### src/rtl/ppp_pkg.sv
`timescale 1ns / 1ps
// Shared types, constants and tables for the planar point projector.
// No dependencies.
package ppp_pkg;
  localparam int CoordWidthDef   = 32;
  localparam int FracBitsDef     = 15;
  localparam int CordicStagesDef = 16;
  localparam int GuardBits       = 8;
  localparam int DataW           = 64;
  localparam int QDivW           = 48;
  localparam int RadiusW         = 31;
  localparam int CfgIdxW         = 2;
  localparam int CfgDataW        = 31;
  localparam int OutW            = 16;
  localparam int YawW            = 16;
  localparam logic [31:0] GainQ30 = 32'd652032874;
  localparam logic [CfgIdxW-1:0] RegRadius = 2'd0;
  localparam logic [CfgIdxW-1:0] RegRotate = 2'd1;
  localparam logic [CfgIdxW-1:0] RegFlip   = 2'd2;

  function automatic logic [31:0] atan_lut(input logic [4:0] i);
    logic [31:0] r;
    begin
      case (i)
        5'd0: r = 32'd536870912;  5'd1: r = 32'd316933406;
        5'd2: r = 32'd167458907;  5'd3: r = 32'd85004756;
        5'd4: r = 32'd42667331;   5'd5: r = 32'd21354465;
        5'd6: r = 32'd10679838;   5'd7: r = 32'd5340245;
        5'd8: r = 32'd2670163;    5'd9: r = 32'd1335087;
        5'd10: r = 32'd667544;    5'd11: r = 32'd333772;
        5'd12: r = 32'd166886;    5'd13: r = 32'd83443;
        5'd14: r = 32'd41722;     5'd15: r = 32'd20861;
        5'd16: r = 32'd10430;     5'd17: r = 32'd5215;
        5'd18: r = 32'd2608;      5'd19: r = 32'd1304;
        5'd20: r = 32'd652;       5'd21: r = 32'd326;
        5'd22: r = 32'd163;       5'd23: r = 32'd81;
        default: r = 32'd0;
      endcase
      return r;
    end
  endfunction

  typedef struct packed {
    logic              vld;
    logic              rot;
    logic              flip;
    logic [RadiusW-1:0] radius;
  } ctl_t;
endpackage

### src/rtl/ppp_gain.sv
`timescale 1ns / 1ps
// CORDIC gain removal on a signed 64-bit value, two register stages.
// Depends on ppp_pkg.
module ppp_gain (
  input  logic                       clk,
  input  logic                       en,
  input  logic signed [ppp_pkg::DataW-1:0] d,
  output logic signed [ppp_pkg::DataW-1:0] q
);
  import ppp_pkg::*;
  logic [DataW-1:0] m;
  logic             neg_r;
  logic [63:0]      ph_r, pl_r;
  logic [DataW-1:0] r;
  assign m = d[DataW-1] ? (-d) : d;
  assign r = (ph_r << 2) + ((pl_r + 64'd536870912) >> 30);
  always_ff @(posedge clk) begin
    if (en) begin
      neg_r <= d[DataW-1];
      ph_r  <= m[63:32] * GainQ30;
      pl_r  <= m[31:0] * GainQ30;
      q     <= neg_r ? -r : r;
    end
  end
endmodule

### config.mk
export PLATFORM = sky130hd
export DESIGN_NAME = ppp_gain
export DESIGN_NICKNAME = d
export VERILOG_FILES = /design/src/rtl/ppp_pkg.sv /design/src/rtl/ppp_gain.sv
export SDC_FILE = /design/constraint.sdc
export NUM_CORES = 2
export LEC_CHECK = 0
export ABC_AREA = 1
export BUFFER_PORTS_ARGS = -buffer_cell sky130_fd_sc_hd__buf_2
export CORE_MARGIN = 2
export CORE_UTILIZATION = 43
export CTS_BUF_LIST = sky130_fd_sc_hd__clkbuf_16
export DETAILED_ROUTE_END_ITERATION = 16
export GPL_TIMING_DRIVEN = 0
export SLEW_MARGIN = 10
export SYNTH_ARGS = -nofsm -noshare
export SYNTH_HDL_FRONTEND = slang
export SYNTH_SLANG_ARGS = --single-unit
### constraint.sdc
create_clock -name clk -period 9.2 [get_ports clk]
set_input_delay 0.92 -clock clk [delete_from_list [all_inputs] [get_ports clk]]
set_output_delay 0.92 -clock clk [all_outputs]
set_load 0.05 [all_outputs]
==> results.toml <==
[setup_path]
critPathKind = "in2reg"
arrival_ns = 9.19
crit_fanout = 4
max_stage_delay_ns = 0.55
cp.buffers_inverters = 9
path_depth = 41
slowest_stage = "fa_1"
cpMostUsedCell = "fa_1"
path_delay_family = "adder cells"
cp.required_ns = 9.40
startpoint_type = "primary input"
endpoint_kind = "flip-flop"
reg2regPathDepth = 28

[placement]
port-buffer-count = 129
hpwl_um = 135600
dpl-instance-area_um2 = 54030
place_congestion = 0.9544
placed_cells = 7688
pre_cts_ws_ns = -2.688

[global_routing]
grt_antenna_before_repair = 5
grt_pass1_vias = 40710
grt_pass1_wl_um = 237000
grt_start_max_net_pins = 89
track_usage_pct = 25.63
grt_overflow = 0

[timing]
skew_ns = 0.009598
setup_viol = 0
post-route-min-period_ns = 8.994
setup_ws_ns = 0.2060
fin_crit_sh_pct = 97.76
relSlewSlack_pct = 31.91
tightestPinTransition_ns = 1.011
finalHoldViolCount = 0
maxSlewViolCount = 0
fmaxAchievable_mhz = 111.2
rsz0062_at_grt = "yes"

[clock_tree]
htreeDepth = 4
hold_buffers = 0
tritoncts = "built"
clk_latency_ns = 0.45
clk_pin_slew_ns = 0.07
cts_buffers = 17
cts_root_buffer = "clkbuf_16"
clkSinkCount = 159
cts_buffer_depth = 2

[logic_synthesis]
synth_top_flop_cell = "edfxtp_1"
yosysTopAreaCell = "fa_1"
synth_edf_count = 159
ys_ff_latch = 159
synth-seq-area-share_pct = 9.358
synthArstFlopShare_pct = 0
synth.top_cells.by_area = "fa_1 (36%), ha_1 (18%), inv_1 (13%)"
yosysUniqueCellTypes = 54
avgSynthCellArea_um2 = 8.499
synth_top_area_share_pct = 35.75
ys_warn_count = 0
netlist_area_um2 = 51020
synth_cells = 6003
synth_nets = 7721

[routing]
ant_nets = 0
vias = 39630
dr.pass1.iters = 6
drc = 0
via_per_inst = 5.032
wl_per_cell_um = 19.44
wl_met1_um = 72610
met2_length_um = 67030
drt_iter0_drc = 2630
routed_wl_um = 153100
wl_met3_um = 10360
routed.top_layer = "met4"

[status]
status = "completed"

[floorplan]
start_util_pct = 43.26
die_h_um = 348.5
fp.coreArea_um2 = 117900
rows = 126
die_area_um2 = 121400
io_pins = 130
die_w_um = 348.5

[finish]
stdcell_count = 7876
drive_above_1_share_pct = 11.66
synthToLayoutAreaGrowth_pct = 12.83
final_nets = 8042
nFillCells = 11370
finalInstanceArea_um2 = 57570

[worst_hold_path]
hold_path.class = "reg2reg"
hold_path_depth = 1

[run]
drv_cap = 0
==> through the flow <==
stage               hold slack (ns)  TNS (ns)  util (%)
finish                       0.7160         0     48.82
floorplan                    0.6040         0         -
CTS                          0.7265         0     47.34
detailed placement           0.6977   -144.04     45.82
global placement             0.6902   -154.09     45.44
global route                 0.7813   -0.7310     48.81
==> cell usage after synthesis, types with 2 or more instances <==
library cell	instances
xnor2_1	66
nand3_1	171
fa_1	911
nand3_2	16
nor2_1	382
xor2_1	166
clkbuf_1	10
nand2_1	890
nor4_1	27
o21ai_1	10
a211oi_1	3
nand4_1	53
edfxtp_1	159
and2_1	4
o211ai_1	6
o21bai_1	15
inv_2	16
buf_1	2
o21a_1	15
clkinv_1	2
nand2_2	35
xnor2_2	2
nor2_2	28
ha_1	741
or2_1	3
and3_1	3
o221ai_1	6
nand3b_1	14
o31ai_1	5
o21ai_0	123
a31oi_1	35
nor3_1	49
or2_2	7
o21ai_2	4
a21o_1	16
nor3_2	6
inv_1	1783
a21boi_0	10
or4_1	2
o2111ai_1	2
a21oi_1	186
nor2_4	7
==> flip-flops by register name, indices dropped and copies added, names as in the netlist <==
name	flops
neg_r	1
ph_r	61
pl_r	33
q	64
==> cells by family (layout without fill, tap and decap cells) <==
family / count (synthesis) / count (layout) / share of synthesized area [%]
AOI/OAI and AO/OA: 442 / 442 / 4.893
xor gates and xnor gates: 235 / 235 / 4.100
adders and majority gates: 1652 / 1652 / 53.92
buffers and inverters: 1814 / 2148 / 13.35
DFF: 159 / 159 / 9.358
other: 0 / 3 / 0
and+or+nand+nor: 1701 / 1701 / 14.38
==> worst register-to-register path: cells and delay by family (launching register included) <==
| family | cells | cell delay [ns] |
|---|---|---|
| compound gates | 2 | 0.58 |
| xor+xnor | 2 | 0.57 |
| fa+ha+maj | 2 | 0.64 |
| buf+inv | 2 | 0.16 |
| flops | 1 | 0.38 |
| simple gates | 20 | 2.82 |
==> worst paths after layout <==
kind | start | end | slack (ns)
max | d[0] | ph_r[46] | 0.21
min | pl_r[30] | q[0] | 0.72
max reg2reg | pl_r[30] | q[52] | 3.81
min reg2reg | pl_r[30] | q[0] | 0.72
==> layer usage <==
metal	track usage, %	up-vias
li1	-	18810
met1	38.18	19580
met2	39.99	1101
met3	3.443	143
met4	4.909	0
met5	0	-
==> cell usage in the layout (no fill, tap or decap), drive strengths merged, types with 25 or more instances in the layout <==
cell type  count
a21oi        187
a31oi         35
buf          307
clkbuf        25
edfxtp       159
fa           911
ha           741
inv         1788
nand2        925
nand3        187
nand4         53
nor2         417
nor3          55
nor4          27
o21ai        137
xnor2         68
xor2         167
==> what timing repair did <==
item / in CTS / in global routing
resized for setup: 145 / 233
gates cloned: 0 / 0
pin swaps: 25 / 103
hold endpoints to repair: 0 / 0
setup endpoints to repair: 78 / 47
setup buffers: 58 / 95
==> layout make-up <==
type / count / area (um^2) / area share (%)
Multi-Input combinational cell: 4030 / 41060 / 71.33
Inverter: 1801 / 6845 / 11.89
Timing Repair Buffer: 302 / 2285 / 3.969
Tap cell: 1536 / 1922 / 3.338
Clock inverter: 15 / 172.7 / 0.2999
Buffer: 13 / 75.07 / 0.1304
Antenna cell: 3 / 7.507 / 0.01304
Sequential cell: 159 / 4775 / 8.294
Clock buffer: 17 / 425.4 / 0.7390
Power is left out: the tool's default activity adds up to more than one toggle a clock period on the data nets, which glitch-free logic cannot reach.
