==> src/rtl/ppp_pkg.sv <==
`timescale 1ns / 1ps
// Shared types, constants and tables for the planar point projector.
// No dependencies.
package ppp_pkg;
  localparam int CoordWidthDef   = 32;
  localparam int FracBitsDef     = 15;
  localparam int CordicStagesDef = 16;
  localparam int GuardBits       = 8;
  localparam int DataW           = 64;
  localparam int QDivW           = 48;
  localparam int RadiusW         = 31;
  localparam int CfgIdxW         = 2;
  localparam int CfgDataW        = 31;
  localparam int OutW            = 16;
  localparam int YawW            = 16;
  localparam logic [31:0] GainQ30 = 32'd652032874;
  localparam logic [CfgIdxW-1:0] RegRadius = 2'd0;
  localparam logic [CfgIdxW-1:0] RegRotate = 2'd1;
  localparam logic [CfgIdxW-1:0] RegFlip   = 2'd2;

  function automatic logic [31:0] atan_lut(input logic [4:0] i);
    logic [31:0] r;
    begin
      case (i)
        5'd0: r = 32'd536870912;  5'd1: r = 32'd316933406;
        5'd2: r = 32'd167458907;  5'd3: r = 32'd85004756;
        5'd4: r = 32'd42667331;   5'd5: r = 32'd21354465;
        5'd6: r = 32'd10679838;   5'd7: r = 32'd5340245;
        5'd8: r = 32'd2670163;    5'd9: r = 32'd1335087;
        5'd10: r = 32'd667544;    5'd11: r = 32'd333772;
        5'd12: r = 32'd166886;    5'd13: r = 32'd83443;
        5'd14: r = 32'd41722;     5'd15: r = 32'd20861;
        5'd16: r = 32'd10430;     5'd17: r = 32'd5215;
        5'd18: r = 32'd2608;      5'd19: r = 32'd1304;
        5'd20: r = 32'd652;       5'd21: r = 32'd326;
        5'd22: r = 32'd163;       5'd23: r = 32'd81;
        default: r = 32'd0;
      endcase
      return r;
    end
  endfunction

  typedef struct packed {
    logic              vld;
    logic              rot;
    logic              flip;
    logic [RadiusW-1:0] radius;
  } ctl_t;
endpackage

==> src/rtl/ppp_div.sv <==
`timescale 1ns / 1ps
// Restoring divider cell: one quotient bit per stage, pipelined.
// No dependencies beyond ppp_pkg widths.
module ppp_div #(
  parameter int W = ppp_pkg::QDivW
) (
  input  logic         clk,
  input  logic         en,
  input  logic [W-1:0] rem_i,
  input  logic [W-1:0] num_i,
  input  logic [W-1:0] den_i,
  output logic [W-1:0] rem_r,
  output logic [W-1:0] num_r,
  output logic [W-1:0] den_r
);
  logic [W:0] t;
  assign t = {rem_i, num_i[W-1]};
  always_ff @(posedge clk) begin
    if (en) begin
      den_r <= den_i;
      if (t >= {1'b0, den_i}) begin
        rem_r <= W'(t - {1'b0, den_i});
        num_r <= {num_i[W-2:0], 1'b1};
      end else begin
        rem_r <= t[W-1:0];
        num_r <= {num_i[W-2:0], 1'b0};
      end
    end
  end
endmodule

==> config.mk <==
export PLATFORM = sky130hd
export DESIGN_NAME = ppp_div
export DESIGN_NICKNAME = d
export VERILOG_FILES = /design/src/rtl/ppp_pkg.sv /design/src/rtl/ppp_div.sv
export SDC_FILE = /design/constraint.sdc
export NUM_CORES = 1
export LEC_CHECK = 0
export BUFFER_PORTS_ARGS = -buffer_cell sky130_fd_sc_hd__buf_2
export CELL_PAD_IN_SITES_DETAIL_PLACEMENT = 0
export CELL_PAD_IN_SITES_GLOBAL_PLACEMENT = 1
export CORE_ASPECT_RATIO = 1.2
export CORE_MARGIN = 4
export CORE_UTILIZATION = 40
export CTS_CLUSTER_SIZE = 30
export DETAILED_ROUTE_END_ITERATION = 7
export GPL_ROUTABILITY_DRIVEN = 1
export PLACE_DENSITY = 0.83
export SKIP_CTS_REPAIR_TIMING = 1
export SYNTH_ARGS = -nofsm -noshare
export SYNTH_HDL_FRONTEND = slang
export SYNTH_SLANG_ARGS = --single-unit
==> constraint.sdc <==
create_clock -name clk -period 7.94 [get_ports clk]
set_input_delay 2.382 -clock clk [delete_from_list [all_inputs] [get_ports clk]]
set_output_delay 2.382 -clock clk [all_outputs]
set_load 0.01 [all_outputs]
==> impl_metrics.json, run 1 <==
{
  "status": "finished, final reports clean",
  "io_pins": 290,
  "grt_usage_pct": 18.9,
  "crit_slowest_cell": "a31o_2",
  "std_cell_rows": 56,
  "holdWs_ns": 2.12,
  "antenna_found_initial": 3,
  "ys_ff_latch": 144,
  "maxSlewViolCount": 0,
  "crit_fanout": 35,
  "syn_nets": 870,
  "grt_pass1_vias": 6433,
  "path_buf_inv": 3,
  "cts_made_buffers": 17,
  "synthFlopType": "edfxtp_1",
  "power_per_cell_area_nw_per_um2": 219,
  "final_cells": 1245,
  "wl_um": 21700,
  "cts-root-buf": "clkbuf_16",
  "route.met2.wl_um": 11300,
  "core_area_um2": 19600,
  "async_flop_share_pct": 0,
  "clk_pin_slew_ns": 0.07,
  "cts_sinks": 144,
  "nFillCells": 1815,
  "ant_nets": 0,
  "cts-htree-levels": 4,
  "start_kind": "input pin",
  "hold_path.class": "input pin to register",
  "synthCells": 675,
  "port_buffers": 289,
  "met3_length_um": 1270,
  "fmax_mhz": 162,
  "finalNetCount": 1165,
  "drive_gt1_share_pct": 38.4,
  "seq_area_frac_synth_pct": 53.9,
  "dr.pass1.iters": 5,
  "synthesis.area_um2": 8020,
  "tightest_slew_ns": 1.14,
  "post_drt_wl_per_cell_um": 17.4,
  "viasPerCell": 5.09,
  "die_height_um": 163,
  "drc": 0,
  "grt_max_degree": 81,
  "topRoutingLayerUsed": "met5",
  "end_kind": "register",
  "ir_worst_vdd_v": 0.000142,
  "hold_violations": 0,
  "crit_path_max_incr_delay_ns": 0.93,
  "place.gp.congestion": 0.856,
  "setup-violations-final": 0,
  "drtIter0Drc": 380,
  "cts_tree": "yes",
  "fin_util_pct": 52.6,
  "path_cells": "buf_2 > inv_1 > ha_1 > and3_1 > o21ai_1 > a2111oi_1 > nor4_2 > nor2_1 > a32o_1 > o31a_1 > a31o_2 > buf_4 > mux2_2",
  "crit_arrival_ns": 6.34,
  "worstSetupPathType": "input pin to register",
  "start_util_pct": 40.9,
  "dieArea_um2": 22400,
  "tns_ns": 0,
  "maxSlewHeadroom_pct": 23.7,
  "synth_edf_count": 144,
  "die_w_um": 137,
  "drt-met1-wl_um": 8670,
  "hold_start": "num_i[39]",
  "vias": 6342,
  "worstPathRequired_ns": 8.12,
  "yosysWarnings": 0,
  "post-route-min-period_ns": 6.16,
  "postSynthAreaPerCell_um2": 11.9,
  "cts_buffer_depth": 2,
  "finalCritPeriodShare_pct": 77.6,
  "syn_to_final_growth_pct": 28.8,
  "p_leak_nw": 4.66,
  "yosysUniqueCellTypes": 58,
  "crit_family": "compound AO/OA/AOI/OAI gates",
  "placed_cells": 1212,
  "rsz0062_at_grt": "no",
  "overflow": 0,
  "whs_endpoint": "num_r[40]",
  "max-cap-violations": 0,
  "grt_first_pass_wirelength_um": 32900,
  "hold-path-cell-count": 1,
  "hpwl_um": 17100
}
metrics by stage:
step	cell area [um2]	power (mW)	worst slack, ns
final	10300	2.27	1.78
after global routing	10300	2.38	1.57
after CTS	10300	2.29	1.82
after detailed placement	9730	1.49	1.36
after global placement	9730	1.49	1.49
after floorplan	8020	1.29	2.75
cell type report:
class | count | area [um2] | share of cell area, %
diodes | 1 | 2.50 | 0.0242
clock buffers | 17 | 425 | 4.12
clock inverters | 15 | 163 | 1.58
inverters | 70 | 263 | 2.54
multi-input cells | 445 | 3350 | 32.4
flip-flops and latches | 144 | 4320 | 41.9
well taps | 261 | 327 | 3.16
repair buffers | 292 | 1480 | 14.3
cells in the final DEF (no fill, tap or decap), types with 4 or more instances in the layout:
cell type  instances
a21o_1            22
a21oi_1           54
a31o_2             5
a31oi_1            6
and3_1            10
buf_2            288
clkbuf_16         17
edfxtp_1         144
ha_1              48
inv_1             70
inv_6              4
inv_8              5
mux2_2            28
mux2_4            15
mux2i_1            5
nand2_1           32
nand2b_1           6
nand3_1           13
nand4_1           11
nor2_1            30
nor2b_1            4
nor3_1            17
o211ai_1           8
o21a_1             6
o21ai_0           26
o21bai_1          10
o31a_1             4
o31ai_1            5
or3_1              4
xnor2_1           26
xor2_1            10
sequential cells by signal (all words and copies together) (netlist names):
| register | flops |
|---|---|
| den_r | 48 |
| num_r | 48 |
| rem_r | 48 |
cell usage after synthesis (6+ instances only):
| cell | instances | area (um2) |
|---|---|---|
| nand3_1 | 13 | 65.1 |
| o21bai_1 | 10 | 75.1 |
| clkbuf_1 | 10 | 37.5 |
| nand2b_1 | 6 | 37.5 |
| o211ai_1 | 8 | 60.1 |
| ha_1 | 48 | 601 |
| a21o_1 | 22 | 165 |
| nand4_1 | 11 | 68.8 |
| xor2_1 | 10 | 87.6 |
| and3_1 | 10 | 62.6 |
| a31oi_1 | 6 | 37.5 |
| nor2_1 | 30 | 113 |
| edfxtp_1 | 144 | 4320 |
| xnor2_1 | 26 | 228 |
| mux2_2 | 28 | 315 |
| o21ai_0 | 26 | 130 |
| inv_1 | 70 | 263 |
| a21oi_1 | 54 | 270 |
| nand2_1 | 32 | 120 |
| o21a_1 | 6 | 45.0 |
| nor3_1 | 17 | 85.1 |
| mux2_4 | 15 | 225 |
per-layer routing:
metal	vias up	track usage, %
li1	3124	-
met1	2974	21.9
met2	210	34.1
met3	30	4.68
met4	4	5.99
met5	-	0
where the power goes:
part | leakage (nW) | internal (mW) | total [mW] | switching [mW]
clock network | 0.279 | 0.422 | 0.793 | 0.371
logic | 2.98 | 0.234 | 0.519 | 0.285
registers | 1.41 | 0.936 | 0.954 | 0.0179
logic make-up after synthesis:
kind of cell | count (synthesis) | share of synthesized area, %
AOI/OAI and AO/OA | 173 | 14.0
xor gates and xnor gates | 36 | 3.93
adders and majority gates | 49 | 7.74
buffers and inverters | 86 | 4.35
DFF | 144 | 53.9
muxes | 48 | 7.36
and+or+nand+nor | 139 | 8.66
worst max-delay path by stage:
stage | cells past startpoint | slack [ns] | end | startpoint
after floorplan | 13 | 2.75 | rem_r[29] | den_i[10]
after global placement | 13 | 1.49 | rem_r[27] | den_i[3]
after detailed placement | 13 | 1.36 | rem_r[28] | den_i[3]
after CTS | 13 | 1.82 | rem_r[27] | den_i[3]
after global routing | 13 | 1.57 | rem_r[27] | den_i[3]
final | 13 | 1.78 | rem_r[27] | den_i[3]
No activity file was read; power rests on OpenSTA's default activity.
==> run 2: changes to the inputs <==
--- a/config.mk
+++ b/config.mk
@@ -5,16 +5,17 @@
 export SDC_FILE = /design/constraint.sdc
 export NUM_CORES = 1
 export LEC_CHECK = 0
+export ABC_AREA = 1
 export BUFFER_PORTS_ARGS = -buffer_cell sky130_fd_sc_hd__buf_2
 export CELL_PAD_IN_SITES_DETAIL_PLACEMENT = 0
 export CELL_PAD_IN_SITES_GLOBAL_PLACEMENT = 1
 export CORE_ASPECT_RATIO = 1.2
 export CORE_MARGIN = 4
-export CORE_UTILIZATION = 40
+export CORE_UTILIZATION = 37
 export CTS_CLUSTER_SIZE = 30
 export DETAILED_ROUTE_END_ITERATION = 7
 export GPL_ROUTABILITY_DRIVEN = 1
-export PLACE_DENSITY = 0.83
+export PLACE_DENSITY = 0.81
 export SKIP_CTS_REPAIR_TIMING = 1
 export SYNTH_ARGS = -nofsm -noshare
 export SYNTH_HDL_FRONTEND = slang
==> constraint.sdc (replaced) <==
create_clock -name clk -period 6.31 [get_ports clk]
set_input_delay 1.893 -clock clk [delete_from_list [all_inputs] [get_ports clk]]
set_output_delay 1.893 -clock clk [all_outputs]
set_load 0.01 [all_outputs]
==> impl_metrics.json, run 2 <==
{
  "status": "finished, final reports clean",
  "std_cell_rows": 64,
  "finalCritPeriodShare_pct": 65.7,
  "grt_busiest_layer": "met2",
  "seqCellArea_um2": 4320,
  "syn_nets": 1481,
  "grt_pass1_vias": 8964,
  "async_flop_share_pct": 0,
  "crit_fanout": 27,
  "dr.pass1.iters": 4,
  "vias": 8767,
  "synthCells": 1286,
  "nFillCells": 2732,
  "fin_util_pct": 46.7,
  "grt_first_pass_wirelength_um": 48400,
  "rsz0062_at_grt": "no",
  "ant_nets": 0,
  "core_area_um2": 25500,
  "grt_usage_pct": 21.9,
  "use_met1_pct": 27.1,
  "die_w_um": 155,
  "tns_ns": 0,
  "multiInputGateArea_um2": 4060,
  "start_util_pct": 37.5,
  "post-route-min-period_ns": 4.15,
  "overflow": 0,
  "drc": 0,
  "netlist.area_leader.share_pct": 45.3,
  "cts-htree-levels": 4,
  "seq_area_frac_synth_pct": 45.3,
  "yosysUniqueCellTypes": 28,
  "drtIter0Drc": 434,
  "postSynthAreaPerCell_um2": 7.42,
  "yosysWarnings": 0,
  "cts_tree": "yes",
  "place.gp.congestion": 0.877,
  "post_drt_wl_per_cell_um": 16.3,
  "antenna_found_initial": 0,
  "synthFlopType": "edfxtp_1",
  "io_pins": 290,
  "mostFrequentLayoutCell": "nand2_1",
  "yosysTopAreaCell": "edfxtp_1",
  "drive_gt1_share_pct": 21.5,
  "cts_buffer_depth": 2,
  "synth_edf_count": 144,
  "fmax_mhz": 241,
  "path_cells": "buf_2 > ha_1 > nand2_1 > inv_1 > nand2_1 > nand2_1 > inv_2 > nand3_2 > nand2_1 > nand2_2 > nand3_2 > nand3_2 > buf_4 > nand2_1 > nand2_1",
  "use_met3_pct": 3.96,
  "power_per_cell_area_nw_per_um2": 241,
  "final_cell_mix": "519 x nand2_1, 288 x buf_2, 274 x inv_1, 144 x edfxtp_1, 100 x nor2_1",
  "use_met2_pct": 38.8,
  "worstSetupPathType": "input pin to register",
  "port_buffers": 289,
  "dpl_cell_area_um2": 11300,
  "crit_path_max_incr_delay_ns": 0.44,
  "synth_common_cells": "519 x nand2_1, 274 x inv_1, 144 x edfxtp_1",
  "wl_um": 31300,
  "max-cap-violations": 0,
  "tightest_slew_ns": 0.712,
  "hold_violations": 0,
  "ir_worst_vdd_v": 0.000176,
  "cts_made_buffers": 17,
  "crit_slowest_cell": "buf_4",
  "yosysMostFrequentCell": "nand2_1",
  "synth_area_leaders": "edfxtp_1 45%, nand2_1 20%, inv_1 11%, ha_1 6.3%, nor2_1 3.9%",
  "cts-root-buf": "clkbuf_16",
  "syn_to_final_growth_pct": 24.6,
  "stdcell_area_um2": 11900,
  "largest_registers": "den_r x48, num_r x48, rem_r x48",
  "diodes": 0,
  "dieArea_um2": 28400,
  "clk_pin_slew_ns": 0.07,
  "viasPerCell": 4.56,
  "hold_path.class": "input pin to register",
  "setup-violations-final": 0,
  "ys_ff_latch": 144,
  "maxSlewHeadroom_pct": 52.6,
  "synthesis.area_um2": 9540,
  "maxSlewViolCount": 0,
  "worstPathRequired_ns": 6.50,
  "end_kind": "register",
  "start_kind": "input pin",
  "die_height_um": 184,
  "p_leak_nw": 6.49,
  "finalNetCount": 1775,
  "crit_arrival_ns": 4.34,
  "cts_sinks": 144,
  "grt_max_degree": 57,
  "crit_top_cell": "nand2_1",
  "hpwl_um": 25500
}
-- run 2: cell count changes in the layout (fill, tap and decap cells not counted), sizes merged, moves of 22 or more --
cell and delta:
nor2 +72, o21ai -28, inv +207, nand4 +47, a21oi -28, nand3 +34
xnor2 -25, mux2 -43, a21o -22, nand2 +488
-- run 2: kinds of logic after synthesis --
family	count (synthesis)	synth area share (%)
adders and majority gates	49	6.50
xor gates and xnor gates	25	2.29
DFF	144	45.3
buffers and inverters	299	12.3
and+or+nand+nor	737	31.8
AOI/OAI and AO/OA	32	1.85
-- run 2: path summary, 6_finish.rpt --
check                 slack, ns  depth (start not counted)      start         to
worst max-delay path       2.16                         15   rem_i[6]  rem_r[45]
worst min-delay path       1.63                          1  num_i[12]  num_r[13]
-- run 2: final cells by class --
| type | instances | share of cell area [%] |
|---|---|---|
| Sequential cell | 144 | 36.4 |
| Multi-Input combinational cell | 843 | 34.1 |
| Timing Repair Buffer | 295 | 12.6 |
| Inverter | 279 | 8.80 |
| Clock buffer | 17 | 3.58 |
| Tap cell | 330 | 3.47 |
| Clock inverter | 15 | 1.09 |
-- run 2: critical path, delay by kind of cell --
family	cells	cell delay, ns
AND/OR/NAND/NOR	10	1.40
buffers and inverters	4	0.67
adder cells (fa/ha/maj)	1	0.34
-- run 2: power breakdown --
part / internal (mW) / switching, mW
sequential: 1.17 / 0.0232
combinational: 0.249 / 0.452
clock: 0.515 / 0.449
-- run 2: metrics by stage --
step | power [mW] | hold slack [ns] | setup WS (ns) | cells
2_1_floorplan | 1.64 | 1.99 | 2.70 | 1286
3_5_place_dp | 1.93 | 2.07 | 1.67 | 1891
4_1_cts | 2.90 | 1.61 | 2.14 | 1923
6_report | 2.86 | 1.63 | 2.16 | 1923
5_1_grt | 3.04 | 1.62 | 1.85 | 1923
3_3_place_gp | 1.92 | 2.07 | 1.73 | 1891
-- run 2: layer usage --
layer / vias to the layer above / wire, um
met5: - / 0
met4: 0 / 617
met3: 31 / 1770
met2: 229 / 15600
met1: 3928 / 13200
li1: 4579 / -
==> run 3: changes to the inputs <==
--- a/config.mk
+++ b/config.mk
@@ -11,11 +11,11 @@
 export CELL_PAD_IN_SITES_GLOBAL_PLACEMENT = 1
 export CORE_ASPECT_RATIO = 1.2
 export CORE_MARGIN = 4
-export CORE_UTILIZATION = 37
+export CORE_UTILIZATION = 34
 export CTS_CLUSTER_SIZE = 30
 export DETAILED_ROUTE_END_ITERATION = 7
 export GPL_ROUTABILITY_DRIVEN = 1
-export PLACE_DENSITY = 0.81
+export PLACE_DENSITY = 0.78
 export SKIP_CTS_REPAIR_TIMING = 1
 export SYNTH_ARGS = -nofsm -noshare
 export SYNTH_HDL_FRONTEND = slang
==> constraint.sdc (replaced) <==
create_clock -name clk -period 3.5 [get_ports clk]
set_input_delay 1.05 -clock clk [delete_from_list [all_inputs] [get_ports clk]]
set_output_delay 1.05 -clock clk [all_outputs]
set_load 0.01 [all_outputs]
==> impl_metrics.json, run 3 (synthesized netlist as in run 2, its figures left out) <==
{
  "crit_arrival_ns": 3.10,
  "worstSetupPathType": "input pin to register",
  "rsz0062_at_grt": "no",
  "mostFrequentLayoutCell": "nand2_1",
  "cts_sinks": 144,
  "final_cell_mix": "519 x nand2_1, 288 x buf_2, 274 x inv_1, 144 x edfxtp_1, 100 x nor2_1",
  "wl_um": 33200,
  "ir_worst_vdd_v": 0.000291,
  "grt_pass1_vias": 9032,
  "place.gp.congestion": 0.904,
  "cts_made_buffers": 17,
  "grt_first_pass_wirelength_um": 50500,
  "die_height_um": 192,
  "grt_max_degree": 54,
  "std_cell_rows": 66,
  "p_total_mw": 5.23,
  "dr.pass1.iters": 4,
  "worstSetupStartpoint": "den_i[16]",
  "dieArea_um2": 30800,
  "hold_violations": 0,
  "drc": 0,
  "antenna_found_initial": 0,
  "crit_fanout": 4,
  "post_drt_wl_per_cell_um": 16.7,
  "overflow": 0,
  "nFillCells": 2948,
  "finalNetCount": 1791,
  "fmax_mhz": 344,
  "drtIter0Drc": 417,
  "maxSlewHeadroom_pct": 66.4,
  "dpl_cell_area_um2": 11600,
  "die_w_um": 161,
  "p_leak_nw": 6.59,
  "worstPathRequired_ns": 3.69,
  "io_pins": 290,
  "vias": 8901,
  "endpoint": "rem_r[36]",
  "grt_usage_pct": 21.5,
  "status": "finished, final reports clean",
  "syn_to_final_growth_pct": 27.1,
  "tns_ns": 0,
  "cts_buffer_depth": 2,
  "hpwl_um": 27400,
  "largest_registers": "den_r x48, num_r x48, rem_r x48",
  "max-cap-violations": 0,
  "core_area_um2": 27400,
  "stdcell_area_um2": 12100,
  "start_util_pct": 34.8,
  "diodes": 0,
  "cts-htree-levels": 4,
  "hold_path.class": "input pin to register",
  "port_buffers": 289,
  "power_per_cell_area_nw_per_um2": 432,
  "viasPerCell": 4.49,
  "cts_tree": "yes",
  "cts-root-buf": "clkbuf_16",
  "maxSlewViolCount": 0,
  "drive_gt1_share_pct": 22.3,
  "tightest_slew_ns": 0.503,
  "clk_pin_slew_ns": 0.07,
  "setup-violations-final": 0,
  "post-route-min-period_ns": 2.91,
  "finalCritPeriodShare_pct": 83.0,
  "ant_nets": 0,
  "end_kind": "register",
  "start_kind": "input pin"
}
run 3: cell types whose count changed in the layout (fill, tap and decap cells not counted), sizes merged:
cell,delta
clkinv,-2
buf,+16
clkinvlp,+1
run 3: critical path, cell delays in order:
cell	delay, ns
buf_2	0.09
inv_1	0.06
ha_1	0.34
nand2_1	0.13
nor2_1	0.35
and2_1	0.27
nand3_1	0.09
nand3_1	0.23
nand2_1	0.22
nand3_1	0.12
nand2_1	0.05
nand2_1	0.05
nand2_1	0.04
run 3: cell type report:
| class | instances | area [um2] | share of cell area (%) |
|---|---|---|---|
| flip-flops and latches | 144 | 4320 | 35.7 |
| multi-input cells | 843 | 4060 | 33.5 |
| repair buffers | 311 | 1680 | 13.9 |
| inverters | 279 | 1050 | 8.63 |
| well taps | 374 | 468 | 3.86 |
| clock buffers | 17 | 425 | 3.51 |
| clock inverters | 14 | 126 | 1.04 |
run 3: where the power goes:
group	total (mW)	internal (mW)	leakage, nW	switching, mW
clock	1.76	0.927	0.254	0.828
combinational	1.32	0.476	4.93	0.843
sequential	2.16	2.12	1.41	0.0440
total	5.23	3.52	6.59	1.71
run 3: how the worst min path moves through the flow:
stage                          from         to  cells after the start
after global placement    num_i[17]  num_r[18]                      1
after global routing      num_i[17]  num_r[18]                      1
after floorplan            den_i[0]   den_r[0]                      0
after detailed placement  num_i[17]  num_r[18]                      1
after CTS                 num_i[32]  num_r[33]                      1
final                     num_i[32]  num_r[33]                      1
run 3: routing by layer:
| layer | track usage, % | vias up | wire (um) |
|---|---|---|---|
| met4 | 5.78 | 0 | 552 |
| li1 | - | 4631 | - |
| met1 | 25.7 | 4013 | 14300 |
| met5 | 0 | - | 0 |
| met2 | 39.7 | 235 | 16800 |
| met3 | 3.54 | 22 | 1540 |
run 3: metrics by stage:
| step | hold WS [ns] | util [%] | std cells | worst slack (ns) |
|---|---|---|---|---|
| 5_1_grt | 0.762 | 44.2 | 1982 | 0.460 |
| 2_1_floorplan | 1.15 | - | 1286 | 0.737 |
| 6_report | 0.791 | 44.2 | 1982 | 0.594 |
| 3_3_place_gp | 1.23 | 42.2 | 1951 | 0.135 |
| 3_5_place_dp | 1.23 | 42.2 | 1951 | 0.159 |
| 4_1_cts | 0.768 | 44.2 | 1982 | 0.622 |
