$ cat src/rtl/ppp_pkg.sv
`timescale 1ns / 1ps
// Shared types, constants and tables for the planar point projector.
// No dependencies.
package ppp_pkg;
  localparam int CoordWidthDef   = 32;
  localparam int FracBitsDef     = 15;
  localparam int CordicStagesDef = 16;
  localparam int GuardBits       = 8;
  localparam int DataW           = 64;
  localparam int QDivW           = 48;
  localparam int RadiusW         = 31;
  localparam int CfgIdxW         = 2;
  localparam int CfgDataW        = 31;
  localparam int OutW            = 16;
  localparam int YawW            = 16;
  localparam logic [31:0] GainQ30 = 32'd652032874;
  localparam logic [CfgIdxW-1:0] RegRadius = 2'd0;
  localparam logic [CfgIdxW-1:0] RegRotate = 2'd1;
  localparam logic [CfgIdxW-1:0] RegFlip   = 2'd2;

  function automatic logic [31:0] atan_lut(input logic [4:0] i);
    logic [31:0] r;
    begin
      case (i)
        5'd0: r = 32'd536870912;  5'd1: r = 32'd316933406;
        5'd2: r = 32'd167458907;  5'd3: r = 32'd85004756;
        5'd4: r = 32'd42667331;   5'd5: r = 32'd21354465;
        5'd6: r = 32'd10679838;   5'd7: r = 32'd5340245;
        5'd8: r = 32'd2670163;    5'd9: r = 32'd1335087;
        5'd10: r = 32'd667544;    5'd11: r = 32'd333772;
        5'd12: r = 32'd166886;    5'd13: r = 32'd83443;
        5'd14: r = 32'd41722;     5'd15: r = 32'd20861;
        5'd16: r = 32'd10430;     5'd17: r = 32'd5215;
        5'd18: r = 32'd2608;      5'd19: r = 32'd1304;
        5'd20: r = 32'd652;       5'd21: r = 32'd326;
        5'd22: r = 32'd163;       5'd23: r = 32'd81;
        default: r = 32'd0;
      endcase
      return r;
    end
  endfunction

  typedef struct packed {
    logic              vld;
    logic              rot;
    logic              flip;
    logic [RadiusW-1:0] radius;
  } ctl_t;
endpackage

$ cat src/rtl/ppp_cell.sv
`timescale 1ns / 1ps
// One CORDIC micro-rotation cell, rotation or vectoring mode, registered.
// Depends on ppp_pkg.
module ppp_cell #(
  parameter int IDX = 0,
  parameter bit VEC = 1'b0
) (
  input  logic                             clk,
  input  logic                             en,
  input  logic signed [ppp_pkg::DataW-1:0] x_i,
  input  logic signed [ppp_pkg::DataW-1:0] y_i,
  input  logic [31:0]                      z_i,
  output logic signed [ppp_pkg::DataW-1:0] x_r,
  output logic signed [ppp_pkg::DataW-1:0] y_r,
  output logic [31:0]                      z_r
);
  import ppp_pkg::*;
  logic dir;
  logic [31:0] a;
  assign a   = atan_lut(5'(IDX));
  // vectoring drives y toward zero, rotation drives z toward zero
  assign dir = VEC ? y_i[DataW-1] : !z_i[31];
  always_ff @(posedge clk) begin
    if (en) begin
      if (dir) begin
        x_r <= x_i - (y_i >>> IDX);
        y_r <= y_i + (x_i >>> IDX);
        z_r <= z_i - a;
      end else begin
        x_r <= x_i + (y_i >>> IDX);
        y_r <= y_i - (x_i >>> IDX);
        z_r <= z_i + a;
      end
    end
  end
endmodule

$ cat config.mk
export PLATFORM = sky130hd
export DESIGN_NAME = ppp_cell
export DESIGN_NICKNAME = d
export VERILOG_FILES = /design/src/rtl/ppp_pkg.sv /design/src/rtl/ppp_cell.sv
export SDC_FILE = /design/constraint.sdc
export NUM_CORES = 1
export LEC_CHECK = 0
export BUFFER_PORTS_ARGS = -buffer_cell sky130_fd_sc_hd__buf_4
export CORE_MARGIN = 4
export CORE_UTILIZATION = 45
export DETAILED_ROUTE_END_ITERATION = 7
export GPL_TIMING_DRIVEN = 0
export PLACE_DENSITY_LB_ADDON = 0.15
export SLEW_MARGIN = 15
export SYNTH_ARGS = -nofsm -noshare
export SYNTH_HDL_FRONTEND = slang
export SYNTH_SLANG_ARGS = --single-unit
export TNS_END_PERCENT = 30
$ cat constraint.sdc
create_clock -name clk -period 3.2 [get_ports clk]
set_input_delay 0.16 -clock clk [delete_from_list [all_inputs] [get_ports clk]]
set_output_delay 0.16 -clock clk [all_outputs]
set_load 0.02 [all_outputs]
==> results of run 1 <==
[path summary, 6_finish.rpt]
kind,endpoint,startpoint,cells past startpoint,slack (ns)
setup / recovery,x_r[44],x_i[0],14,-0.04
hold / removal,z_r[30],z_i[30],2,0.03
[cell usage in the layout (no fill, tap or decap), types with 20 or more instances in the layout]
cell type / instances
o31ai_1: 26
o211ai_1: 20
nand2_1: 112
nand3_1: 36
nor3_1: 39
o21ai_1: 21
a21o_1: 35
inv_1: 193
clkbuf_1: 34
buf_4: 330
nor2_1: 159
mux2i_1: 33
o21bai_1: 50
xnor2_1: 112
ha_1: 205
edfxtp_1: 159
a21oi_1: 257
nand4_1: 38
o21ai_0: 151
dlygate4sd3_1: 30
buf_2: 22
[logic make-up after synthesis]
| family | Yosys count | share of synthesized area [%] |
|---|---|---|
| buffers and inverters | 297 | 7.32 |
| flip-flops | 159 | 27.5 |
| AND/OR/NAND/NOR | 495 | 14.0 |
| AO/OA/AOI/OAI | 752 | 27.8 |
| multiplexers | 35 | 2.03 |
| adder cells (fa/ha/maj) | 208 | 15.1 |
| XOR/XNOR | 125 | 6.29 |
[per-stage QoR]
stage / hold slack (ns) / utilization, % / cell area (sq um) / setup WS (ns) / cells
2_1_floorplan: 0.259 / - / 17400 / 0.470 / 2071
3_3_place_gp: 0.338 / 53.9 / 20400 / -0.874 / 2903
3_5_place_dp: 0.339 / 54.0 / 20500 / -0.807 / 2904
4_1_cts: 0.0166 / 56.6 / 21500 / 0.00520 / 2967
5_1_grt: 0.0286 / 57.3 / 21700 / -0.0326 / 2972
6_report: 0.0252 / 57.3 / 21700 / -0.0395 / 2973
[area by class of cell]
type                    instances  area, sq um  share of cell area, %
multi-input cells            1615        11600                   53.4
flip-flops and latches        159         4770                   22.0
repair buffers                358         2810                   12.9
inverters                     205          769                   3.54
well taps                     511          639                   2.94
plain buffers                  92          514                   2.37
clock buffers                  17          425                   1.96
clock inverters                15          186                  0.858
diodes                          1         2.50                 0.0115
[power groups by stage]
stage / Clock, W / Sequential, W / Combinational (W)
after floorplan: 0 / 0.00329 / 0.00198
after detailed placement: 0 / 0.00288 / 0.00406
after CTS: 0.00224 / 0.00284 / 0.00414
after global placement: 0 / 0.00288 / 0.00406
after global routing: 0.00230 / 0.00287 / 0.00452
final: 0.00221 / 0.00284 / 0.00427
[synth_stat cells, drive strengths merged (5+ instances only)]
cell type / count / area share [%]
o311ai: 9 / 0.45
a21o: 38 / 1.7
clkbuf: 48 / 1.5
nand3b: 5 / 0.22
mux2i: 33 / 1.9
ha: 205 / 15
inv: 198 / 4.3
o21bai: 51 / 2.2
a41oi: 5 / 0.29
o21a: 14 / 0.60
o22ai: 6 / 0.22
nor3: 47 / 1.5
o221ai: 9 / 0.60
a21oi: 270 / 7.9
nor2: 160 / 3.5
o31a: 8 / 0.42
nand4: 39 / 1.4
nor2b: 16 / 0.58
nand2b: 16 / 0.58
buf: 44 / 1.4
nor4: 23 / 0.90
a311oi: 7 / 0.39
edfxtp: 159 / 27
nand3: 37 / 1.1
o31ai: 32 / 1.5
nand2: 112 / 2.4
o2111ai: 7 / 0.35
a21boi: 14 / 0.65
clkinv: 7 / 0.15
o21ai: 178 / 5.2
a211oi: 22 / 1.1
a31oi: 18 / 0.81
xnor2: 112 / 5.6
o211ai: 21 / 0.94
xor2: 13 / 0.65
nor4b: 5 / 0.32
and2: 6 / 0.22
or2: 6 / 0.22
or3: 9 / 0.36
[critical path: stages]
cell and delay, ns:
buf_4 0.11, inv_1 0.04, ha_1 0.25, fa_1 0.40
nor2b_1 0.20, o2111ai_1 0.24, nand2_1 0.21, a21oi_4 0.11
o41ai_4 0.71, a31oi_1 0.23, o21ai_0 0.27, a211oi_1 0.14
a21oi_1 0.27, xnor2_1 0.11
[metal layers]
| layer | track usage, % | routed length [microns] |
|---|---|---|
| met5 | 0 | 8 |
| met4 | 16.6 | 3980 |
| met3 | 6.89 | 6810 |
| met2 | 56.4 | 34600 |
| met1 | 45.3 | 31100 |
[state kept, by name (all words and copies together) (netlist names)]
register  flops
z_r          32
x_r          64
y_r          63
[what timing repair did]
item	in CTS	in global routing
endpoints found under the hold margin	30	0
buffers inserted	1	4
pin swaps	3	3
hold buffers	30	0
resized for setup	15	45
cloned	0	0
setup endpoints to repair	24	40
==> reports/metrics.cfg, run 1 <==
[run_status]
run_status=complete, but fails checks
violations=setup timing

[power]
p_leak_nw=9.31
p_sw_w=0.00397
intPower_w=0.00534
switching_share_pct=42.7
power_frac_comb_pct=45.8
pwr-share-seq_pct=30.5
irDropWorstVdd_mv=0.417
clockPowerShare_pct=23.7
totalPowerFinal_w=0.00932
p_per_area_nw_per_um2=429

[sta]
fin_tns_setup_ns=-0.0395
rsz0062_at_grt=yes
maxSlewViolCount=0
worst_slack_ns=-0.0395
tightestPinTransition_ns=1.33
slew_headroom_pct=11.4
period_minus_slack_ns=3.24
final.period_utilization_pct=101
finalHoldViolCount=0
fmax_mhz=309
finalSetupViolations=1

[place]
routabilityCongestion=1.03
port_buffers=321
dpl.hpwl_mm=60.7

[clock_network]
tritoncts.num_buffers=17
htree_levels=4
cts_tree=done
path_clk_slew_ns=0.08
clock_path_buffers=2
clockRootBuffer=clkbuf_16
clkSinkCount=159

[floorplanning]
dieArea_sq_um=41900
ios=322
initial_core_util_pct=45.8
die_x_microns=205
placementRows=71
die_h_microns=205
core-area_sq_um=37900

[global_route]
grt_max_degree=84
grt_pass1_vias=17870
grt_pass1_wl_mm=112
antenna_found_initial=2
track_usage_pct=35.0
grt_overflow=0

[drt]
wl_mm=76.4
viasPerCell=6.17
drc=0
drtPass1Iterations=7
wl_per_cell_microns=25.7
drt_iter0_drc=1730
route.vias.total=18354
ant_nets=0

[synth]
syn_inst=2071
synth_edf_count=159
synth-seq-area-share_pct=27.5
syn_area_sq_um=17400
synthFlopType=edfxtp_1
synth_cell_type_count=99
syn_nets=2441
async_reset_ff_share_pct=0
avgSynthCellArea_sq_um=8.40
yosys_warnings=0
synth_seq_cells=159

[finish]
areaGrowthSynthToFinish_pct=25.0
layout.nets=2818
drive_gt1_share_pct=21.3
filler_cell_count=3545

[worst_setup_path]
cp-end-kind=flip-flop
critPathKind=input port to flip-flop
critPathArrivalTime_ns=3.46
cp_max_fo=5
worstSetupStartpointType=input port
cp.required_ns=3.42

[hold_path]
hp-class=input port to flip-flop

[flow_run]
cap_violations=0

No activity file was read; power rests on OpenSTA's default activity.
==> run 2, diff against run 1 <==
--- a/config.mk
+++ b/config.mk
@@ -6,6 +6,7 @@
 export NUM_CORES = 1
 export LEC_CHECK = 0
 export BUFFER_PORTS_ARGS = -buffer_cell sky130_fd_sc_hd__buf_4
+export CORE_ASPECT_RATIO = 1.4
 export CORE_MARGIN = 4
 export CORE_UTILIZATION = 45
 export DETAILED_ROUTE_END_ITERATION = 7
==> constraint.sdc (replaced) <==
create_clock -name clk -period 3.2 [get_ports clk]
set_input_delay 0.48 -clock clk [delete_from_list [all_inputs] [get_ports clk]]
set_output_delay 0.48 -clock clk [all_outputs]
set_load 0.02 [all_outputs]
==> run 2 against run 1 <==
Effect of this change:
- largest power group unchanged
- critical path type unchanged
- the flow still finishes with violations (setup timing)
- largest cell class unchanged
- global-route usage grew 1.3 points
- combinational power grew 9.8%
- final area grew 5.4%
- clock power grew 2%
==> reports/metrics.cfg, run 2 (synthesis results as in run 1) <==
[finish]
drive_gt1_share_pct=28.6  ; was 21.3%
largest_reg_flops=64  ; unchanged
largestRegisters=x_r (64), y_r (63), z_r (32)  ; unchanged
final_cell_mix=buf_4, a21oi_1, inv_1, ha_1, edfxtp_1  ; was buf_4, a21oi_1, ha_1, inv_1
final_common_cell=buf_4  ; unchanged
seqCellArea_sq_um=4770  ; unchanged
final_area_sq_um=22900  ; was 21700 sq um
multi_input_area_sq_um=12600  ; was 11600 sq um
final_cells=2959  ; was 2973
areaGrowthSynthToFinish_pct=31.8  ; was 25.0%
regMostFlops=x_r  ; unchanged
layout.nets=2844  ; was 2818
filler_cell_count=3477  ; was 3545

[worst_setup_path]
critPathArrivalTime_ns=3.58  ; was 3.46 ns
crit_chain=buf_4 > clkbuf_1 > buf_1 > clkbuf_1 > a21oi_1 > xnor2_1  ; was buf_4 > inv_1 > ha_1 > fa_1 > nor2b_1 > o2111ai_1 > nand2_1 > a21oi_4 > o41ai_4 > a31oi_1 > o21ai_0 > a211oi_1 > a21oi_1 > xnor2_1
cp.depth=6  ; was 14
cp.required_ns=3.49  ; was 3.42 ns
critPathKind=input port to flip-flop  ; unchanged
cp_max_fo=10  ; was 5
cpMostUsedCell=clkbuf_1
worst-path-buf-inv=4  ; was 2
worst_path_max_delay_cell=clkbuf_1  ; was o41ai_4
critPathMaxStageDelay_ns=1.05  ; was 0.71 ns
cp-end-kind=flip-flop  ; unchanged
crit_family=buffers and inverters  ; was compound AO/OA/AOI/OAI gates
worstSetupStartpointType=input port  ; unchanged

[drt]
ant_nets=0  ; unchanged
wl_mm=80.1  ; was 76.4 mm
drc=0  ; unchanged
drt_iter0_drc=1702  ; was 1730
drtPass1Iterations=6  ; was 7
route.vias.total=18558  ; was 18354
wl_per_cell_microns=27.1  ; was 25.7 microns
viasPerCell=6.27  ; was 6.17

[global_route]
track_usage_pct=36.3  ; was 35.0%
grt_pass1_vias=18502  ; was 17870
grt_max_degree=87  ; was 84
grt_pass1_wl_mm=114  ; was 112 mm
grt_overflow=0  ; unchanged
antenna_found_initial=2  ; unchanged

[sta]
finalHoldViolCount=0  ; unchanged
rsz0062_at_grt=yes  ; unchanged
finalSetupViolations=8  ; was 1
tightestPinTransition_ns=1.35  ; was 1.33 ns
final.period_utilization_pct=103  ; was 101%
holdWs_ns=0.175  ; was 0.0252 ns
fmax_mhz=304  ; was 309 MHz
worst_slack_ns=-0.0896  ; was -0.0395 ns
slew_headroom_pct=10.1  ; was 11.4%
period_minus_slack_ns=3.29  ; was 3.24 ns
maxSlewViolCount=0  ; unchanged

[place]
routabilityCongestion=1.03  ; about the same
pre_cts_ws_ns=-1.19  ; was -0.807 ns
dpl.hpwl_mm=63.1  ; was 60.7 mm
dp.cells=2866  ; was 2904
placed_cell_area_sq_um=20400  ; was 20500 sq um
port_buffers=321  ; unchanged

[floorplanning]
die_x_microns=174  ; was 205 microns
initial_core_util_pct=46.0  ; was 45.8%
placementRows=84  ; was 71
die_h_microns=241  ; was 205 microns
core-area_sq_um=37800  ; was 37900 sq um
dieArea_sq_um=41900  ; about the same
ios=322  ; unchanged

[flow_run]
cap_violations=0  ; unchanged

[power]
totalPowerFinal_w=0.00977  ; was 0.00932 W
p_per_area_nw_per_um2=426  ; was 429 nW/um^2
irDropWorstVdd_mv=0.327  ; was 0.417 mV
p_leak_nw=9.67  ; was 9.31 nW

[clock_network]
clockRootBuffer=clkbuf_16  ; unchanged
clkSinkCount=159  ; unchanged
tritoncts.num_buffers=17  ; unchanged
clock_path_buffers=2  ; unchanged
cts_tree=done  ; unchanged
path_clk_slew_ns=0.08  ; about the same
htree_levels=4  ; unchanged

[hold_path]
min_path_cells=1  ; was 2
hp-class=input port to flip-flop  ; unchanged

[run_status]
run_status=complete, but fails checks  ; unchanged
violations=setup timing  ; unchanged

run 2: layout make-up:
class,count,area share (%)
Inverter,205,3.38
Clock buffer,17,1.86
Multi-Input combinational cell,1615,55.0
Timing Repair Buffer,386,13.0
Buffer,90,2.49
Tap cell,473,2.58
Clock inverter,13,0.775
Sequential cell,159,20.8
Antenna cell,1,0.0109
run 2: report_power, final:
group / switching, W / internal (W)
Sequential: 0.0000930 / 0.00273
Clock: 0.00102 / 0.00124
Combinational: 0.00295 / 0.00174
Total: 0.00406 / 0.00571
run 2: per-stage QoR:
step | utilization (%) | setup TNS (ns)
finish | 60.6 | -0.298
global route | 60.6 | -0.730
CTS | 58.4 | -0.0367
detailed placement | 54.0 | -59.96
global placement | 53.9 | -65.37
floorplan | - | 0
run 2: metal layers:
layer  wire (microns)  vias to the layer above  track usage (%)  share of wire, %
li1                 -                     8361                -                 -
met1            28100                     8878             38.0                35
met2            39700                      982             64.6                50
met3             5290                      335             6.99               6.6
met4             6930                        2             27.3               8.7
met5               17                        -                0             0.021
run 2: path summary, 6_finish.rpt:
| kind | from | to |
|---|---|---|
| worst max-delay path | z_i[31] | x_r[23] |
| worst min-delay path | z_i[12] | z_r[12] |
run 2: timing repair:
| action | CTS | global route |
|---|---|---|
| resized for setup | 139 | 155 |
| pin swaps | 39 | 58 |
| buffers inserted | 34 | 30 |
| endpoints found under the setup margin | 65 | 58 |
| hold buffers | 0 | 0 |
| endpoints found under the hold margin | 0 | 0 |
==> run 3, diff against run 2 <==
--- a/config.mk
+++ b/config.mk
@@ -6,14 +6,13 @@
 export NUM_CORES = 1
 export LEC_CHECK = 0
 export BUFFER_PORTS_ARGS = -buffer_cell sky130_fd_sc_hd__buf_4
+export CAP_MARGIN = 25
 export CORE_ASPECT_RATIO = 1.4
 export CORE_MARGIN = 4
 export CORE_UTILIZATION = 45
 export DETAILED_ROUTE_END_ITERATION = 7
-export GPL_TIMING_DRIVEN = 0
 export PLACE_DENSITY_LB_ADDON = 0.15
 export SLEW_MARGIN = 15
 export SYNTH_ARGS = -nofsm -noshare
 export SYNTH_HDL_FRONTEND = slang
 export SYNTH_SLANG_ARGS = --single-unit
-export TNS_END_PERCENT = 30
==> run 3 against run 2 <==
Effect of this change:
- the flow still finishes with violations (setup timing)
- cell count rose by 18%
- die area did not move
- routed wire length fell by 1.6%
- clock-buffer cell count did not move
- final area rose by 14%
- largest power group unchanged
- sequential power rose by 2%
- critical endpoint is now x_r[60]
- worst hold slack improved by 0.011 ns
- combinational power rose by 11%
- setup slack improved by 0.076 ns
- power rose by 5.5%
==> reports/metrics.cfg, run 3 (synthesis results as in run 1) <==
[run_status]
run_status=complete, but fails checks  ; unchanged
violations=setup timing  ; unchanged

[drt]
wl_mm=78.8  ; was 80.1 mm
ant_nets=0  ; unchanged
wl_per_cell_microns=22.6  ; was 27.1 microns
viasPerCell=5.91  ; was 6.27
drc=0  ; unchanged
drtPass1Iterations=7  ; was 6
route.vias.total=20584  ; was 18558
drt_iter0_drc=2035  ; was 1702

[power]
totalPowerFinal_w=0.0103  ; was 0.00977 W
irDropWorstVdd_mv=0.362  ; was 0.327 mV
p_leak_nw=12.2  ; was 9.67 nW
p_per_area_nw_per_um2=394  ; was 426 nW/um^2

[worst_setup_path]
cpMostUsedCell=buf_4  ; was clkbuf_1
worst_path_max_delay_cell=o211ai_1  ; was clkbuf_1
critPathKind=input port to flip-flop  ; unchanged
cp-end-kind=flip-flop  ; unchanged
critPathMaxStageDelay_ns=0.39  ; was 1.05 ns
cp.required_ns=3.42  ; was 3.49 ns
cp_max_fo=7  ; was 10
worstSetupStartpointType=input port  ; unchanged
crit_chain=buf_4 > inv_1 > ha_1 > buf_4 > a21oi_4 > o32ai_1 > nor2_1 > o221a_2 > o41ai_4 > buf_12 > o211ai_1 > nand4b_1 > buf_6 > or3_1 > o211a_1 > xor2_1  ; was buf_4 > clkbuf_1 > buf_1 > clkbuf_1 > a21oi_1 > xnor2_1
critPathArrivalTime_ns=3.44  ; was 3.58 ns

[finish]
layout.nets=3364  ; was 2844
drive_gt1_share_pct=39.2  ; was 28.6%
fin_util_pct=69.3  ; was 60.6%
final_cells=3481  ; was 2959
final_area_sq_um=26200  ; was 22900 sq um
largest_reg_flops=64  ; unchanged
areaGrowthSynthToFinish_pct=50.7  ; was 31.8%
largestRegisters=x_r (64), y_r (63), z_r (32)  ; unchanged
regMostFlops=x_r  ; unchanged
final_cell_mix=buf_4, a21oi_1, inv_1, ha_1, edfxtp_1  ; unchanged
final_common_cell=buf_4  ; unchanged

[floorplanning]
dieArea_sq_um=41900  ; unchanged
die_h_microns=241  ; unchanged
initial_core_util_pct=46.0  ; unchanged
placementRows=84  ; unchanged
core-area_sq_um=37800  ; unchanged
die_x_microns=174  ; unchanged
ios=322  ; unchanged

[sta]
fin_tns_setup_ns=-0.0134  ; was -0.298 ns
tightestPinTransition_ns=0.766  ; was 1.35 ns
rsz0062_at_grt=yes  ; unchanged
fmax_mhz=311  ; was 304 MHz
slew_headroom_pct=48.5  ; was 10.1%
finalSetupViolations=1  ; was 8
final.period_utilization_pct=100  ; was 103%
period_minus_slack_ns=3.21  ; was 3.29 ns
worst_slack_ns=-0.0134  ; was -0.0896 ns
finalHoldViolCount=0  ; unchanged
maxSlewViolCount=0  ; unchanged

[global_route]
grt_pass1_wl_mm=117  ; was 114 mm
antenna_found_initial=1  ; was 2
grt_pass1_vias=20889  ; was 18502
grt_max_degree=62  ; was 87
track_usage_pct=35.8  ; was 36.3%
grt_overflow=0  ; unchanged

[clock_network]
htree_levels=4  ; unchanged
cts_tree=done  ; unchanged
clock_path_buffers=2  ; unchanged
tritoncts.num_buffers=17  ; unchanged
clockRootBuffer=clkbuf_16  ; unchanged
path_clk_slew_ns=0.08  ; about the same
clkSinkCount=159  ; unchanged

[place]
port_buffers=321  ; unchanged
dp.cells=3440  ; was 2866
placed_cell_area_sq_um=25000  ; was 20400 sq um
dpl.hpwl_mm=65.1  ; was 63.1 mm
routabilityCongestion=1.07  ; was 1.03

[hold_path]
hp-class=input port to flip-flop  ; unchanged
min_path_cells=1  ; unchanged

[flow_run]
cap_violations=0  ; unchanged

[run 3: changes by cell type in the layout (fill, tap and decap cells not counted), sizes merged]
cell / delta
inv: +3
clkinv: +3
clkinvlp: -3
bufinv: -1
buf: +565
clkbuf: -45
[run 3: report_power, final]
part	switching, W	internal, W	total (W)
combinational	0.00290	0.00233	0.00522
sequential	0.000149	0.00274	0.00289
clock	0.00103	0.00118	0.00220
total	0.00407	0.00624	0.0103
[run 3: worst max-delay path, delay by kind of cell]
family | cells | cell delay [ns]
buffers and inverters | 5 | 0.63
AOI/OAI and AO/OA | 6 | 1.17
adders and majority gates | 1 | 0.30
xor gates and xnor gates | 1 | 0.14
and+or+nand+nor | 3 | 0.71
[run 3: cell type report]
type,instances,area (sq um)
clock buffers,17,425
diodes,1,2.50
multi-input cells,1615,11900
well taps,473,592
inverters,205,769
repair buffers,996,7560
clock inverters,15,175
flip-flops and latches,159,4770
fillers,3035,11600
[run 3: worst paths after layout]
path | start | endpoint | slack (ns)
worst min-delay path | z_i[19] | z_r[19] | 0.19
worst max-delay path | x_i[13] | x_r[60] | -0.01
[run 3: what timing repair did]
action / 4_1_cts / 5_1_grt
setup endpoints to repair: 40 / 52
pin swaps: 9 / 30
hold buffers: 0 / 0
buffers inserted: 2 / 6
gates resized for setup: 24 / 91
hold endpoints to repair: 0 / 0
[run 3: per-stage QoR]
stage / hold slack, ns / setup WS (ns)
after floorplan: 0.579 / 0.150
after global routing: 0.179 / -0.0616
after CTS: 0.182 / -0.0201
final: 0.185 / -0.0134
after global placement: 0.658 / -0.743
after detailed placement: 0.659 / -0.787
[run 3: layer usage]
metal  up-vias  share of wire [%]  global-route usage, %
li1       9391                  -                      -
met1      9691                 36                   39.0
met2      1159                 50                   64.9
met3       343                6.7                   5.06
met4         0                7.8                   23.8
met5         -                  0                      0
